--- config.mk ---
export PLATFORM = sky130hd
export DESIGN_NAME = wwog_cfg_regs
export DESIGN_NICKNAME = d
export VERILOG_FILES = /design/src/hw/rtl/wwog_pkg.sv /design/src/hw/rtl/wwog_cfg_regs.sv
export SDC_FILE = /design/constraint.sdc
export NUM_CORES = 1
export LEC_CHECK = 0
export BUFFER_PORTS_ARGS = -buffer_cell sky130_fd_sc_hd__buf_2
export CAP_MARGIN = 20
export CORE_MARGIN = 3
export CORE_UTILIZATION = 30
export CTS_CLUSTER_SIZE = 20
export DETAILED_ROUTE_END_ITERATION = 8
export SLEW_MARGIN = 20
export SYNTH_ARGS = -nofsm -noshare
export SYNTH_HDL_FRONTEND = slang
export SYNTH_SLANG_ARGS = --single-unit
--- constraint.sdc ---
create_clock -name clk -period 0.8 [get_ports clk]
set_input_delay 0.16 -clock clk [delete_from_list [all_inputs] [get_ports clk]]
set_output_delay 0.16 -clock clk [all_outputs]
set_load 0.02 [all_outputs]
--- src/hw/rtl/wwog_pkg.sv ---
// shared widths, codes and types of the weld weave offset generator
`timescale 1ns / 1ps

package wwog_pkg;

	localparam int POS_W      = 32;
	localparam int VEC_W      = 16;
	localparam int ARC_W      = 32;
	localparam int MODE_W     = 3;
	localparam int AMP_W      = 25;
	localparam int FREQ_W     = 24;
	localparam int FREQ100_W  = 31;
	localparam int CFG_IDX_W  = 2;
	localparam int CFG_DATA_W = 25;
	localparam int PHASE_FRAC = 40;
	localparam int SIN_W      = 15;
	localparam int SIN_FRAC   = 14;
	localparam int OFF_W      = AMP_W + 1;
	localparam int LAT_W      = 2 * VEC_W + 1;
	localparam int LAT_SHIFT  = 28;
	localparam int LM_W       = 30;
	localparam int NM_W       = 28;
	localparam int SUM_W      = POS_W + 2;

	localparam logic [MODE_W-1:0] MODE_NONE     = MODE_W'(0);
	localparam logic [MODE_W-1:0] MODE_ZIGZAG   = MODE_W'(1);
	localparam logic [MODE_W-1:0] MODE_CIRCULAR = MODE_W'(2);
	localparam logic [MODE_W-1:0] MODE_TRIANGLE = MODE_W'(3);
	localparam logic [MODE_W-1:0] MODE_FIGURE8  = MODE_W'(4);

	localparam logic [CFG_IDX_W-1:0] REG_MODE = CFG_IDX_W'(0);
	localparam logic [CFG_IDX_W-1:0] REG_AMP  = CFG_IDX_W'(1);
	localparam logic [CFG_IDX_W-1:0] REG_FREQ = CFG_IDX_W'(2);

	localparam logic [AMP_W-1:0]     AMP_RESET  = AMP_W'(33554);
	localparam logic [FREQ_W-1:0]    FREQ_RESET = FREQ_W'(131072);
	localparam logic [FREQ100_W-1:0] FREQ_SCALE = FREQ100_W'(100);

	localparam logic [POS_W-1:0] POS_MAX = {1'b0, {(POS_W-1){1'b1}}};
	localparam logic [POS_W-1:0] POS_MIN = {1'b1, {(POS_W-1){1'b0}}};

	typedef struct packed {
		logic [MODE_W-1:0]    mode;
		logic [AMP_W-1:0]     amp;
		logic [FREQ100_W-1:0] freq100;
	} cfg_t;

	typedef struct packed {
		logic s1;
		logic s2;
		logic s3;
		logic s4;
		logic s5;
	} pipe_en_t;

endpackage

--- src/hw/rtl/wwog_cfg_regs.sv ---
// configuration registers with the frequency kept pre-scaled by 100
`timescale 1ns / 1ps

module wwog_cfg_regs (
	input  logic                             clk,
	input  logic                             arst_n,
	input  logic                             cfg_valid,
	output logic                             cfg_ready,
	input  logic [wwog_pkg::CFG_IDX_W-1:0]  cfg_index,
	input  logic [wwog_pkg::CFG_DATA_W-1:0] cfg_data,
	output wwog_pkg::cfg_t                  cfg
);
	import wwog_pkg::*;

	logic [MODE_W-1:0]    mode_q;
	logic [AMP_W-1:0]     amp_q;
	logic [FREQ100_W-1:0] freq100_q;

	assign cfg_ready = 1'b1;

	always_ff @(posedge clk or negedge arst_n) begin
		if (!arst_n) begin
			mode_q    <= MODE_NONE;
			amp_q     <= AMP_RESET;
			freq100_q <= FREQ100_W'(FREQ_RESET) * FREQ_SCALE;
		end else if (cfg_valid) begin
			case (cfg_index)
				REG_MODE: mode_q <= cfg_data[MODE_W-1:0];
				REG_AMP: amp_q <= cfg_data[AMP_W-1:0];
				REG_FREQ: freq100_q <= FREQ100_W'(cfg_data[FREQ_W-1:0]) * FREQ_SCALE;
				default: ;
			endcase
		end
	end

	assign cfg.mode    = mode_q;
	assign cfg.amp     = amp_q;
	assign cfg.freq100 = freq100_q;

endmodule

# Yosys cells after proc, flatten, opt, wreduce, memory -nomap -nowiden

Cells that the tools add are included.

Register bits after elaboration: 57
Latch bits: 0
RAM bits: 0
Memory bits (read-only): 0
Logic and storage cells: 10
Memories: 0

Add/subtract/negate cells: 0
$mul: 1
Div/mod/pow operators: 0
$lt $le $gt $ge: 0
Eq/ne operators: 2
Shift-type cells: 0
Muxes and demuxes: 0
Bitwise gates (word level): 0
Reductions and logical operators: 4

Operator list:

| kind                                                                   | number |
|---|---|
| 24-bit by 5-bit multiplier with 29-bit output (second input constant)  | 1 |
| 2-bit AND reduction                                                    | 3 |
| 2-bit by 1-bit equality test with 1-bit output (second input constant) | 1 |
| 2-bit equality test (second input constant)                            | 1 |
| 2-bit logical NOT                                                      | 1 |

# Depth between registers and ports, before layout

Gate-level depths: netlist of the first run.

Depth after elaboration: 2
Depth in mapped cells: 13

# Least setup slack after synthesis of the first run

Ideal clock, no wire load.

Path type: input to register
Start: input cfg_data[19] in the netlist's numbering
End: register freq100_q[30]
Library setup time: 135 ps
Arrival: 2,747 ps
Path slack: -2,082 ps
Stages: 13
Cell sequence: ha_1 ha_1 inv_1 fa_1 inv_1 ha_1 buf_6 and4_4 and4_4 a2111oi_4 o2bb2ai_2 and3_1 o31ai_2

Word-level cells in the longest chain between the ends: 1

Ends and longest elaborated chain:

| element                                       | RTL line            | text |
|---|---|---|
| from (decl)                                   | wwog_cfg_regs.sv:10 | `input logic [wwog_pkg::CFG_DATA_W-1:0] cfg_data,` |
| 24-bit by 5-bit multiplier with 29-bit output | wwog_cfg_regs.sv:30 | `REG_FREQ: freq100_q <= FREQ100_W'(cfg_data[FREQ_W-1:0]) * FREQ_SCALE;` |
| to (signal assigned)                          | wwog_cfg_regs.sv:25 | `freq100_q <= FREQ100_W'(FREQ_RESET) * FREQ_SCALE;` |
| to (signal assigned)                          | wwog_cfg_regs.sv:30 |  |
| to (decl)                                     | wwog_cfg_regs.sv:17 | `logic [FREQ100_W-1:0] freq100_q;` |

Every way passes these cells.
A chain may end at the register's enable or synchronous reset.

# Worst setup path after layout of the first run

Start: input cfg_data[5] in the netlist's numbering
End: register freq100_q[28]

The elaborated chain is that of the path after synthesis.

==> results of run 1 <==
## cells by family (layout without fill, tap and decap cells)
| kind of cell | count (synthesis) | after routing | share of synthesized area, % |
|---|---|---|---|
| other | 2 | 3 | 0.152 |
| buffers and inverters | 96 | 349 | 8.23 |
| xor gates and xnor gates | 10 | 10 | 1.77 |
| adders and majority gates | 95 | 95 | 27.0 |
| DFF | 57 | 57 | 29.1 |
| AOI/OAI and AO/OA | 115 | 115 | 16.8 |
| and+or+nand+nor | 146 | 146 | 13.6 |
| muxes | 15 | 15 | 3.42 |
## routing by layer
| metal | track usage, % | share of wire, % |
|---|---|---|
| met1 | 20.9 | 41 |
| met2 | 34.2 | 54 |
| met3 | 3.30 | 3.7 |
| met4 | 5.54 | 1.3 |
| met5 | 0 | 0 |
## power by group through the flow
stage	Combinational, W	Sequential (W)	Clock [W]
finish	0.0137	0.00450	0.00459
CTS	0.0125	0.00447	0.00471
detailed placement	0.0101	0.00430	0
global route	0.0148	0.00458	0.00480
global placement	0.00996	0.00429	0
floorplan	0.00517	0.00529	0
## state kept, by name (all words and copies together), names as in the netlist
register and cells:
freq100_q 29, mode_q 3, amp_q 25
## repair_timing
action	CTS	global route
pin swaps	64	64
endpoints found under the hold margin	49	0
buffers inserted	20	37
gates cloned	0	3
resized for setup	215	90
setup endpoints to repair	98	106
hold buffers	1	0
## cells in the mapped netlist (7+ instances only)
cell,instances
o211ai_1,8
mux2_2,15
a21oi_1,15
nand3_1,14
nor3_1,10
buf_2,7
o21ai_0,27
dfrtp_1,49
a21o_1,7
ha_1,76
dfstp_2,8
fa_1,19
nor2_1,18
inv_1,69
nand2_1,76
clkbuf_1,13
## per-stage QoR
stage / utilization (%) / TNS (ns) / total power, W
after floorplan: - / -41.04 / 0.0105
after global placement: 43.5 / -58.90 / 0.0143
after detailed placement: 43.5 / -59.72 / 0.0144
after CTS: 51.9 / -51.35 / 0.0216
after global routing: 56.2 / -55.03 / 0.0242
final: 56.2 / -51.39 / 0.0228
## how the worst max path moves through the flow
stage	startpoint	end	slack (ns)	cells past startpoint
after detailed placement	cfg_data[18]	freq100_q[30]$_DFFE_PN0P_	-2.28	12
final	cfg_data[5]	freq100_q[28]$_DFFE_PN0P_	-1.81	11
after global placement	cfg_data[6]	freq100_q[21]$_DFFE_PN0P_	-2.25	13
after CTS	cfg_data[9]	freq100_q[25]$_DFFE_PN0P_	-1.75	14
after floorplan	cfg_data[17]	freq100_q[30]$_DFFE_PN0P_	-2.01	13
after global routing	cfg_data[4]	freq100_q[28]$_DFFE_PN0P_	-1.92	13
## critical path, delay by kind of cell
| family | cells | cell delay [ns] |
|---|---|---|
| fa+ha+maj | 4 | 1.31 |
| compound gates | 5 | 1.07 |
| simple gates | 1 | 0.18 |
| buf+inv | 1 | 0.14 |
## final cells by class
cell class	count	area [sq um]	area share [%]
tap	216	270	3.01
sequential	57	1440	16.0
multi-input combinational	384	4200	46.8
clock inverter	7	125	1.39
inverter	69	259	2.88
timing repair buffer	264	2470	27.5
clock buffer	9	225	2.51
==> results_dict.tcl, run 1 <==
set metrics [dict create \
    status "finished with violations" \
    violations "negative setup slack" \
    drc 0 \
    avgSynthCellArea_sq_um 9.21 \
    die_area_sq_mm 0.0180 \
    cpPeakStageDelay_ns 0.53 \
    diodes 0 \
    cts_root_buffer "clkbuf_16" \
    final_common_cell "buf_4" \
    cp.arrival_ns 2.86 \
    grt_max_degree 36 \
    fmax_ghz 0.383 \
    cp_slowest_cell "fa_1" \
    yosysWarningCount 0 \
    worstSetupEndpointType "flop" \
    wl_per_cell_microns 16.5 \
    syn_area_sq_mm 0.00494 \
    grt_pass1_wl_microns 26100 \
    switchingPower_w 0.00873 \
    final_nets 910 \
    first_global_vias 5158 \
    r2r_cells 3 \
    leakagePower_nw 4.19 \
    ant_nets 0 \
    io_pins 90 \
    vias_per_cell 4.84 \
    maxCapViolCount 0 \
    finalSetupViolCount 93 \
    clk_pin_slew_ns 0.06 \
    pwr-share-comb_pct 60.1 \
    cts.sinks 57 \
    overflow 0 \
    clock_path_buffers 2 \
    drt-total-wl_microns 16600 \
    synth_top_area_share_pct 24.8 \
    p_sw_share_pct 38.3 \
    synth_top_cell_by_area "dfrtp_1" \
    synth_seq_cells 57 \
    drive_gt1_share_pct 57.7 \
    grt_usage_pct 18.2 \
    gp_congestion 0.874 \
    min_from "cfg_data[24]" \
    worstSetupPathType "in -> reg" \
    fin_cells 1006 \
    antenna_found_initial 0 \
    synth_cell_types 58 \
    layout_min_cycle_time_ns 2.61 \
    areaGrowthSynthToFinish_pct 82.0 \
    whs_path_depth 2 \
    die_y_microns 134 \
    htree_levels 3 \
    fp.dieW_microns 134 \
    n_fill_cell 1374 \
    path_max_fanout 5 \
    start_kind "input port" \
    hp-class "in -> reg" \
    port_buffers 86 \
    ys_async_sr_fraction_pct 100 \
    rr_endpoint "freq100_q[29]$_DFFE_PN0P_" \
    layout_setup_ws_ns -1.81 \
    report.final.slew_viol_count 0 \
    layout_common_cells "147 x buf_4, 86 x buf_6, 67 x nand2_1" \
    p_int_w 0.0140 \
    pwr-share-clk_pct 20.1 \
    rrSetupSlack_ns -0.25 \
    rsz0062_at_grt "yes" \
    drt-initial-drc-count 126 \
    powerDensity_mw_per_mm2 2530 \
    seq_area_frac_synth_pct 29.1 \
    synth_edf_count 0 \
    fin_crit_sh_pct 326 \
    r2r-start "freq100_q[29]$_DFFE_PN0P_" \
    stdcell_area_sq_mm 0.00899 \
    required_ns 1.05 \
    cpMostUsedCell "ha_4" \
    seqPwrFrac_pct 19.7 \
    place_area_sq_mm 0.00695 \
    start_util_pct 30.9 \
    fin_skew_ns 0 \
    insertion_delay_ns 0.34 \
    core_area_sq_mm 0.0160 \
    whs_endpoint "amp_q[24]$_DFFE_PN0P_" \
    hold_viol_final 0 \
    cts_inserted_buffers 9 \
    firstDrtPassIters 4 \
    num_vias 4870 \
    syn_inst 536 \
    fin_hold_ws_ns 0.0625 \
    synth-main-ff-cell "dfrtp_1" \
    pre_cts_ws_ns -2.28 \
    hpwl_microns 12300 \
    core.rowCount 46 \
    cts_tree "done" \
    path_cells "buf_2, ha_4, ha_4, fa_1, ha_4, o211ai_1, o21ai_2, o2111a_2, o211ai_1, and4_1, o31ai_2" \
    vdd_drop_max_mv 1.41 \
    place_inst 934 \
    synth_area_leaders "dfrtp_1 25%, ha_1 19%, fa_1 7.7%" \
]
Note: power is estimated with default switching activity, not from simulation.
==> run 2, diff against run 1 <==
Settings changed: CORE_MARGIN 3 to not set.
==> results_dict.tcl, run 2 (same netlist as run 1, synthesis figures left out) <==
set metrics [dict create \
    start_kind "input port" \
    powerDensity_mw_per_mm2 2450 \
    report.final.slew_viol_count 0 \
    busiest_layer "met2" \
    areaGrowthSynthToFinish_pct 81.9 \
    overflow 0 \
    hpwl_microns 12100 \
    met3_usage_pct 3.69 \
    insertion_delay_ns 0.34 \
    grt_usage_pct 19.6 \
    cts_root_buffer "clkbuf_16" \
    drt-initial-drc-count 111 \
    crit_family "adder cells" \
    fin_hold_ws_ns 0.0302 \
    die_area_sq_mm 0.0170 \
    antenna_found_initial 0 \
    clock_path_buffers 2 \
    worstSetupEndpointType "flop" \
    fin_cells 1013 \
    setup-tns-final_ns -52.85 \
    wl_per_cell_microns 16.8 \
    gp_congestion 0.872 \
    final_nets 917 \
    grt_use_met2_pct 36.3 \
    leakagePower_nw 4.27 \
    hold_viol_final 0 \
    rrSetupSlack_ns -0.22 \
    maxCapViolCount 0 \
    first_global_vias 5061 \
    cpPeakStageDelay_ns 0.51 \
    cts_tree "done" \
    path_max_fanout 4 \
    cts.sinks 57 \
    grt_pass1_wl_microns 25300 \
    grt_max_degree 36 \
    core.rowCount 46 \
    layout_setup_ws_ns -1.83 \
    place_inst 944 \
    diodes 0 \
    largest_register "freq100_q" \
    layout_common_cells "142 x buf_4, 87 x buf_6, 60 x inv_1, 60 x nand2_1, 48 x dfrtp_1" \
    required_ns 1.06 \
    largest_reg_flops 29 \
    violations "negative setup slack" \
    vias_per_cell 4.85 \
    start_util_pct 30.9 \
    finalSetupViolCount 99 \
    firstDrtPassIters 4 \
    grt_util_met1_pct 22.6 \
    pre_cts_ws_ns -2.31 \
    fmax_ghz 0.380 \
    cp.arrival_ns 2.89 \
    ant_nets 0 \
    fin_skew_ns 0 \
    drc 0 \
    cpMostUsedCell "ha_4" \
    worstSetupPathType "in -> reg" \
    cp_slowest_cell "fa_1" \
    final_common_cell "buf_4" \
    num_vias 4913 \
    htree_levels 3 \
    port_buffers 86 \
    rsz0062_at_grt "yes" \
    cts_inserted_buffers 9 \
    core_area_sq_mm 0.0160 \
    drive_gt1_share_pct 56.6 \
    status "finished with violations" \
    drt-total-wl_microns 17100 \
    fin_crit_sh_pct 329 \
    hp-class "in -> reg" \
    n_fill_cell 1404 \
    path_cells "buf_8, ha_4, ha_4, inv_2, fa_1, inv_2, ha_4, nand4b_1, a211o_1, a311oi_4, buf_4, o211ai_1, o211ai_1" \
    critPathBufInv 4 \
    io_pins 90 \
    die_y_microns 130 \
    clk_pin_slew_ns 0.05 \
    layout_min_cycle_time_ns 2.63 \
    reg_top3 "freq100_q x29, amp_q x25, mode_q x3" \
    fp.dieW_microns 130 \
    vdd_drop_max_mv 1.09 \
]
[run 2: final cells by class]
cell class / count / area [sq um] / area share [%]
Tap cell: 216 / 270 / 3.01
Clock buffer: 11 / 243 / 2.70
Multi-Input combinational cell: 384 / 4110 / 45.7
Inverter: 69 / 259 / 2.88
Timing Repair Buffer: 271 / 2610 / 29.1
Sequential cell: 57 / 1440 / 16.0
Clock inverter: 5 / 55.1 / 0.613
[run 2: timing repair]
| action | in CTS | in global routing |
|---|---|---|
| setup buffers | 23 | 24 |
| pin swaps | 50 | 40 |
| gates resized for setup | 201 | 89 |
| gates cloned | 2 | 5 |
| hold endpoints to repair | 49 | 0 |
| hold buffers | 1 | 0 |
| endpoints found under the setup margin | 101 | 109 |
[run 2: worst paths after layout]
check,from,end,depth (start not counted)
setup / recovery,cfg_data[4],freq100_q[25]$_DFFE_PN0P_,13
hold / removal,cfg_data[1],freq100_q[3]$_DFFE_PN0P_,3
setup reg to reg,freq100_q[29]$_DFFE_PN0P_,freq100_q[29]$_DFFE_PN0P_,3
hold reg to reg,freq100_q[23]$_DFFE_PN1P_,freq100_q[23]$_DFFE_PN1P_,2
max in group asynchronous,arst_n,amp_q[9]$_DFFE_PN1P_,3
min in group asynchronous,arst_n,freq100_q[6]$_DFFE_PN0P_,3
[run 2: where the power goes]
group / switching, W / internal [W] / total (W) / leakage, nW
combinational: 0.00649 / 0.00710 / 0.0136 / 3.44
sequential: 0.000679 / 0.00381 / 0.00448 / 0.686
clock: 0.00148 / 0.00248 / 0.00396 / 0.142
total: 0.00864 / 0.0134 / 0.0220 / 4.27
[run 2: stage by stage]
step	total power [W]	cell area (sq um)	utilization, %
after global routing	0.0233	8980	56.2
after detailed placement	0.0144	7050	44.1
final	0.0220	8980	56.2
after global placement	0.0142	7050	44.1
after CTS	0.0209	8340	52.1
after floorplan	0.0105	5540	-
[run 2: metal layers]
layer  share of wire, %  wire (microns)  vias to the layer above
met5                  0               0                        -
met4                1.9             321                        0
met3                4.1             691                       24
met2                 52            8960                       97
met1                 42            7090                     2417
li1                   -               -                     2375
[run 2: worst min-delay path, stage by stage]
cell	delay, ns
buf_12	0.09
nand2_4	0.05
nand2_2	0.04
